$ cat config.mk
export PLATFORM = sky130hd
export DESIGN_NAME = r2fft_ctrl
export DESIGN_NICKNAME = d
export VERILOG_FILES = /design/src/rtl/r2fft_pkg.sv /design/src/rtl/r2fft_ctrl.sv
export SDC_FILE = /design/constraint.sdc
export NUM_CORES = 1
export LEC_CHECK = 0
export ABC_AREA = 1
export BUFFER_PORTS_ARGS = -buffer_cell sky130_fd_sc_hd__buf_2
export CAP_MARGIN = 0
export CORE_AREA = 2 2 91 111
export CTS_CLUSTER_SIZE = 24
export DETAILED_ROUTE_END_ITERATION = 8
export DIE_AREA = 0 0 93 113
export PLACE_DENSITY = 0.53
export SLEW_MARGIN = 20
export SYNTH_ARGS = -nofsm -noshare
export SYNTH_HDL_FRONTEND = slang
export SYNTH_SLANG_ARGS = --single-unit
$ cat constraint.sdc
create_clock -name i_clk -period 4.05 [get_ports i_clk]
set_input_delay 0.81 -clock i_clk [delete_from_list [all_inputs] [get_ports i_clk]]
set_output_delay 0.81 -clock i_clk [all_outputs]
set_load 0.01 [all_outputs]
$ cat src/rtl/r2fft_pkg.sv
// ----------------------------------------------------------------------------
// r2fft_pkg
// Shared types, constants and the twiddle ROM for the radix-2 FFT block.
// ----------------------------------------------------------------------------
package r2fft_pkg;

    localparam int MaxPointsDef  = 64;
    localparam int SampleBitsDef = 16;
    localparam int StoreBitsDef  = 24;
    localparam int RomLog2       = 6;
    localparam int OutBits       = 24;
    localparam int InBits        = 16;
    localparam int IdxBits       = 6;
    localparam int TwBits        = 17;

    localparam logic CfgInverse = 1'b0;
    localparam logic CfgSize    = 1'b1;

    typedef enum logic [2:0] {
        ST_LOAD,
        ST_RD_A,
        ST_RD_B,
        ST_WR,
        ST_EMIT_RD,
        ST_EMIT
    } t_state;

    // controller to datapath commands
    typedef struct packed {
        logic       load_wr;
        logic       rd_a;
        logic       rd_b;
        logic       bfly_wr;
        logic       emit_rd;
        logic [5:0] addr_a;
        logic [5:0] addr_b;
        logic [5:0] tw_idx;
    } t_cmd;

    // quarter-wave cosine table, 1.0 held as 32768
    function automatic logic [16:0] quarter_cos(input logic [4:0] m);
        logic [16:0] v;
        case (m)
            5'd0:  v = 17'd32768;
            5'd1:  v = 17'd32610;
            5'd2:  v = 17'd32138;
            5'd3:  v = 17'd31357;
            5'd4:  v = 17'd30274;
            5'd5:  v = 17'd28899;
            5'd6:  v = 17'd27246;
            5'd7:  v = 17'd25330;
            5'd8:  v = 17'd23170;
            5'd9:  v = 17'd20788;
            5'd10: v = 17'd18205;
            5'd11: v = 17'd15447;
            5'd12: v = 17'd12540;
            5'd13: v = 17'd9512;
            5'd14: v = 17'd6393;
            5'd15: v = 17'd3212;
            default: v = 17'd0;
        endcase
        return v;
    endfunction

    function automatic logic signed [TwBits-1:0] rom_cos(input logic [5:0] m);
        logic [4:0] mm;
        mm = m[4:0];
        if (mm <= 5'd16) return $signed(quarter_cos(mm));
        return -$signed(quarter_cos(5'(6'd32 - {1'b0, mm})));
    endfunction

    function automatic logic signed [TwBits-1:0] rom_sin(input logic [5:0] m);
        logic [4:0] mm;
        mm = m[4:0];
        if (mm <= 5'd16) return $signed(quarter_cos(5'(5'd16 - mm)));
        return $signed(quarter_cos(5'(mm - 5'd16)));
    endfunction

endpackage

$ cat src/rtl/r2fft_ctrl.sv
// ----------------------------------------------------------------------------
// r2fft_ctrl
// Sequencer: load, butterfly passes on one shared unit, emit.
// ----------------------------------------------------------------------------
module r2fft_ctrl
    import r2fft_pkg::*;
(
    input  logic       i_clk,
    input  logic       i_rst_n,
    input  logic [2:0] i_lg,
    input  logic       i_cfg_we,
    input  logic       i_in_fire,
    input  logic       i_out_fire,
    input  logic       i_out_busy,
    output logic       o_in_ready,
    output logic       o_emit_valid,
    output logic       o_last,
    output logic [5:0] o_emit_idx,
    output t_cmd       o_cmd
);
    t_state     r_state, n_state;
    logic [6:0] r_cnt, n_cnt;
    logic [2:0] r_stg, n_stg;
    logic [4:0] r_bf, n_bf;
    logic [6:0] npts;
    logic [5:0] half, jj, kk, a_addr, rev;
    logic       bf_done, stg_done;

    assign npts = 7'd1 << i_lg;
    assign half = 6'(7'd1 << (r_stg - 3'd1));
    assign jj   = {1'b0, r_bf & 5'(half - 6'd1)};
    assign kk   = ({1'b0, r_bf} - jj) << 1;
    assign a_addr = kk + jj;
    assign bf_done  = ({2'b0, r_bf} == 7'((npts >> 1) - 7'd1));
    assign stg_done = (r_stg == i_lg);

    always_comb begin
        rev = '0;
        for (int i = 0; i < 6; i++)
            if (i < int'(i_lg)) rev[int'(i_lg) - 1 - i] = r_cnt[i];
    end

    always_comb begin
        n_state = r_state;
        n_cnt = r_cnt;
        n_stg = r_stg;
        n_bf  = r_bf;
        unique case (r_state)
            ST_LOAD: begin
                if (i_cfg_we) n_cnt = '0;
                else if (i_in_fire) begin
                    if (r_cnt + 7'd1 >= npts) begin
                        n_cnt = '0;
                        n_bf  = '0;
                        n_stg = 3'd1;
                        n_state = (i_lg == 3'd0) ? ST_EMIT_RD : ST_RD_A;
                    end else n_cnt = r_cnt + 7'd1;
                end
            end
            ST_RD_A: n_state = ST_RD_B;
            ST_RD_B: n_state = ST_WR;
            ST_WR: begin
                n_state = ST_RD_A;
                if (bf_done) begin
                    n_bf = '0;
                    if (stg_done) n_state = ST_EMIT_RD;
                    else n_stg = r_stg + 3'd1;
                end else n_bf = r_bf + 5'd1;
            end
            ST_EMIT_RD: if (!i_out_busy) n_state = ST_EMIT;
            ST_EMIT: if (i_out_fire) begin
                if (r_cnt + 7'd1 >= npts) begin
                    n_cnt = '0;
                    n_state = ST_LOAD;
                end else begin
                    n_cnt = r_cnt + 7'd1;
                    n_state = ST_EMIT_RD;
                end
            end
            default: n_state = ST_LOAD;
        endcase
    end

    always_comb begin
        o_cmd = '0;
        o_cmd.tw_idx = 6'(jj << (3'd6 - r_stg));
        o_cmd.addr_a = a_addr;
        o_cmd.addr_b = a_addr + half;
        o_in_ready = 1'b0;
        o_emit_valid = 1'b0;
        unique case (r_state)
            ST_LOAD: begin
                o_in_ready = 1'b1;
                o_cmd.load_wr = i_in_fire;
                o_cmd.addr_a = rev;
            end
            ST_RD_A: o_cmd.rd_a = 1'b1;
            ST_RD_B: o_cmd.rd_b = 1'b1;
            ST_WR:   o_cmd.bfly_wr = 1'b1;
            ST_EMIT_RD: begin
                o_cmd.emit_rd = !i_out_busy;
                o_cmd.addr_a = r_cnt[5:0];
            end
            ST_EMIT: o_emit_valid = 1'b1;
            default: ;
        endcase
    end

    assign o_emit_idx = r_cnt[5:0];
    assign o_last = (r_cnt + 7'd1 >= npts);

    always_ff @(posedge i_clk) begin
        if (!i_rst_n) begin
            r_state <= ST_LOAD;
            r_cnt <= '0;
            r_stg <= 3'd1;
            r_bf <= '0;
        end else begin
            r_state <= n_state;
            r_cnt <= n_cnt;
            r_stg <= n_stg;
            r_bf <= n_bf;
        end
    end
endmodule

Yosys cells after proc, flatten, opt, wreduce, memory -nomap -nowiden
Cells that the tools add are included.

word-level totals
  register bits = 18
  bits of input ports = 9
  output and inout port bits = 32
  logic and storage cells = 131

operators by class
  add/sub/neg operators = 16
  magnitude comparators = 19
  eq/ne operators = 15
  shift-type cells = 3
  muxes and demuxes = 57
  bitwise logic cells = 2
  reduce and logical (&&, ||, !) cells = 15

operators by type and width
  operator             count
  $ge 32x1->1 const B  4
  $lt 32x5->1 const B  4
  $mux 3               14
  $mux 6               6
  $bwmux 6             5
  $mux 7               4
  $mux 5               4
  $demux 1 s3          6
  $pmux 3 s6           1
  $ne 2x2->1 const B   7
  $pmux 7 s2           1
  $mux 1               13
  $pmux 6 s2           1
  $pmux 5 s2           1
  $sub 4x3->5 const B  2
  $sub 4x4->5 const B  2
  $add 7x1->7 const B  1
  $eq 5x7->1           1
  $ge 7x7->1           1
  $shl 1x3->7 const A  1
  $sub 6x1->7 const B  1
  $add 6x5->6          1
  $add 6x6->6          1
  $and 6x6->6          1
  other kinds (32)     44

Logic depth before layout (Yosys ltp)
  word-level depth = 18
  depth in mapped cells = 25
  gate-level depth less buffers = 24

Worst setup path after synthesis
OpenSTA, ideal clock, no wires.

  path type = register to output
  start point = register r_stg[0]
  end point = output o_cmd[11] (netlist name)
  arrival time = 3.301 ns
  data required time = 3.240 ns
  path slack = -0.061 ns
  cell stages (with the launch flop) = 19
  buffers on the path = 1
  cell sequence = dfxtp_1 -> buf_2 -> inv_1 -> ha_1 -> inv_1 -> nand2_1 -> nand2_1 -> nand2_1 -> ha_1 -> nand2_1 -> ha_1 -> fa_1 -> ha_1 -> a21o_1 -> nand3_1 -> nand2_1 -> xor2_1 -> nand3_1 -> nand2_1

RTL lines
  item                    line               text
  from (decl)             r2fft_ctrl.sv:23   logic [2:0] r_stg, n_stg;
  from (signal assigned)  r2fft_ctrl.sv:121  r_stg <= n_stg;
  to (decl)               r2fft_ctrl.sv:19   output t_cmd o_cmd

==> impl.org <==
** Run status
- Outcome :: finished clean

** Placed design
- Buffers placed on the I/O ports in this run total 40.
- The placed instances occupy a cell area of 3630 um^2.
- Dpl ws :: 0.0134 ns
- Final HPWL DP :: 8.03 mm
- The congestion estimate from routability-driven global placement came to 0.882.

** Floorplanning
- Core Region :: 9370 um^2
- Ports :: 41
- The initialized floorplan defines 39 standard-cell rows.
- The die covers 10500 um^2.
- The floorplan step set the die width to 93 um.
- Initial core utilization :: 34.7%
- The die is 113 um tall.

** Cells and area
- Most frequent standard cell in the layout excluding fill and tap cells :: nand2_1
- The number of antenna diodes in the final layout is 0.
- Cells with a size suffix above 1 make up 25.6% of the layout.
- After routing the design area is 4020 um^2.
- Final standard cell utilization of the core :: 42.9%
- Compared with the post-synthesis result, the final layout area differs by 23.6%.
- Commonest cells after routing, fill and taps aside :: nand2_1, inv_1, nand3_1
- At the end of the flow, the number of nets in the layout was 637.

** Yosys
- The mapped netlist covers 3250 um^2.
- Seq/Total Area, Yosys :: 11.1%
- The number of different library cells used by synthesis comes to 43.
- Share of synthesized registers carrying an async set or reset :: 0%
- Yosys printed 0 warnings.
- Number of enable flip-flop cells after synthesis :: 0
- In this run, synthesis produced a sequential element count of 18.
- The most used flip-flop cell after synthesis is dfxtp_1.
- Synthesis produced a netlist whose cell count is 536.
- After synthesis, the mean cell area works out to 6.06 um^2.

** Global route
- The first global-routing pass estimated 16.7 mm of wire.
- Global Route Usage Sum :: 19.3%
- Number of antenna violations at the first check in global routing :: 0
- Entering global routing, the biggest net connects 18 pins.
- Vias in the first global route :: 3512
- Global routing finished with a remaining overflow of 0.

** Clock tree
- Clk root buf :: clkbuf_16
- TritonCTS built the clock tree.
- Count of H-tree levels built during CTS :: 1
- Counting every sink on the clock net gives 18.
- Clock Pin Slew Worst Setup and Hold Paths :: 0.05 ns
- Maximum number of buffers from clock root to sink :: 2
- Total clock buffers created by CTS :: 3
- CTS hold repair buffers :: 0
- Clock latency at the later pin of the worst-skew pair :: 0.25 ns

** Power and ir drop
- Max rail drop VDD :: 0.170 mV
- After layout, the design draws a total of 1.19 mW.
- Power per Cell Area :: 296 nW/um^2
- In this run the static leakage power is 2.03 nW.

** Timing
- Setup slack closes at 0.0156 ns.
- Number of slew-limit violations in the final report :: 0
- Relative slew margins :: 59.9%
- Of the available clock period, the critical path in the final layout requires 99.6%.
- Measured slew at the worst slew-check pin :: 0.601 ns
- Clock skew on the completed layout was measured at 0.00100 ns.
- Final Hold Vio Count :: 0
- Final-report setup violation count :: 0
- Setup repair after global routing missed its margin :: true
- Fmax achieved :: 248 MHz
- After layout, the minimum clock period comes to 4.03 ns.
- Final hold analysis gives a worst-case slack of 0.542 ns.

** Critical path
- Start point of the critical path :: r_stg[0]
- In this run the critical register-to-register path is captured at r_state[2].
- Most frequent cell on the critical path :: ha_4
- For the worst flop-to-flop path, the logic depth is 13.
- Setup slack on the worst reg-to-reg path comes out at 1.29 ns.
- In this run the critical register-to-register path is launched from r_cnt[3].
- In this run the worst path has a maximum fanout of 12.
- STA classifies the critical path endpoint as an output port.
- Data on the critical path is required at its endpoint by 3.24 ns.
- Data arrival time of the critical path :: 3.22 ns
- The worst setup path is launched from a flop.
- Crit Path Class :: flop to output port
- Delay of the slowest cell on the worst path :: 0.47 ns
- Traced cell by cell, the critical path runs through buf_4 > ha_2 > nand2_4 > ha_4 > nand2_4 > ha_4 > fa_2 > ha_4 > a21o_1 > nand3_2 > nand2_2 > xor2_2 > inv_1 > nand2_1 > nand2_1 > buf_2.
- Slowest library cell on the worst path :: fa_2

** Route
- After the first detailed-routing iteration, the DRC count stood at 228.
- Wires add up to 10.1 mm.
- Iteration count of the initial detailed-routing pass :: 5
- Number of vias in the routed layout :: 3594
- Signal routing reaches up to met4.
- Met3 wire len :: 411 um
- Dividing the detail-routed wire length by the instance count gives 14.2 um.
- Total length of routed met2 wires :: 5.17 mm
- Vias per cell :: 5.04
- Routed Antenna Nets :: 0
- Number of DRC violations after detailed routing :: 0
- M1 wire length :: 4.31 mm

** Min path
- Hold Startpoint :: r_cnt[6]
- Number of cells traversed by the worst hold path :: 2
- Hold-critical path endpoint :: r_cnt[6]
- Class of the tightest hold or removal check :: flop to flop

** Flow run
- Across the run, the number of max-cap violations was 0.
## flip-flops by register name (all words and copies together), names as in the netlist
signal	flops
r_bf	5
r_state	3
r_cnt	7
r_stg	3
## timing repair
item,4_1_cts,5_1_grt
pin swaps,22,15
setup buffers,6,4
setup endpoints to repair,2,2
resized for setup,25,24
## cell usage after synthesis (8+ instances only)
library cell  number  area [um^2]
nand2_1          146          548
inv_1             69          259
nand3_1           53          265
nor2_1            35          131
ha_1              34          425
a21oi_1           27          135
dfxtp_1           18          360
xor2_1            16          140
o21ai_0           15         75.1
nand4_1           12         75.1
buf_4              9         67.6
nor3_1             9         45.0
inv_2              8         30.0
xnor2_1            8         70.1
## final cells by class
cell class / count / area, um^2
inverter: 78 / 298
tap: 123 / 154
fill: 1057 / 5350
sequential: 18 / 363
multi-input combinational: 422 / 2710
clock buffer: 3 / 75.1
timing repair buffer: 69 / 418
## logic make-up after synthesis
family	Yosys count	share of synthesized area [%]
flip-flops	18	11.1
adder cells (fa/ha/maj)	36	14.3
XOR/XNOR	24	6.47
buffers and inverters	97	12.7
AO/OA/AOI/OAI	73	13.4
other	2	0.231
AND/OR/NAND/NOR	286	41.7
## per-stage QoR
stage | setup TNS [ns] | instances
finish | 0 | 713
global route | -0.183 | 713
CTS | -0.0492 | 709
detailed placement | 0 | 700
global placement | 0 | 700
floorplan | 0 | 537
## worst max-delay path, delay by kind of cell, from the launching register on
| kind | cells | cell delay (ns) |
|---|---|---|
| buf+inv | 3 | 0.38 |
| xor+xnor | 1 | 0.15 |
| simple gates | 6 | 0.38 |
| compound gates | 1 | 0.15 |
| fa+ha+maj | 5 | 1.58 |
| flops | 1 | 0.33 |
## power by group
group / switching (mW) / internal, mW / total [mW]
sequential: 0.0112 / 0.190 / 0.201
combinational: 0.497 / 0.296 / 0.793
clock: 0.0658 / 0.130 / 0.196
## how the worst max path moves through the flow
stage	end	slack, ns
after floorplan	o_cmd[11]	0.04
after global placement	o_cmd[11]	0.11
after detailed placement	o_cmd[11]	0.01
after CTS	o_cmd[11]	-0.05
after global routing	o_cmd[11]	-0.16
final	o_cmd[11]	0.02
## layer usage
metal / up-vias / global-route usage (%)
li1: 1835 / -
met1: 1648 / 23.9
met2: 99 / 34.3
met3: 12 / 2.73
met4: 0 / 5.88
met5: - / 0
Power figures use the tool's default switching activity.
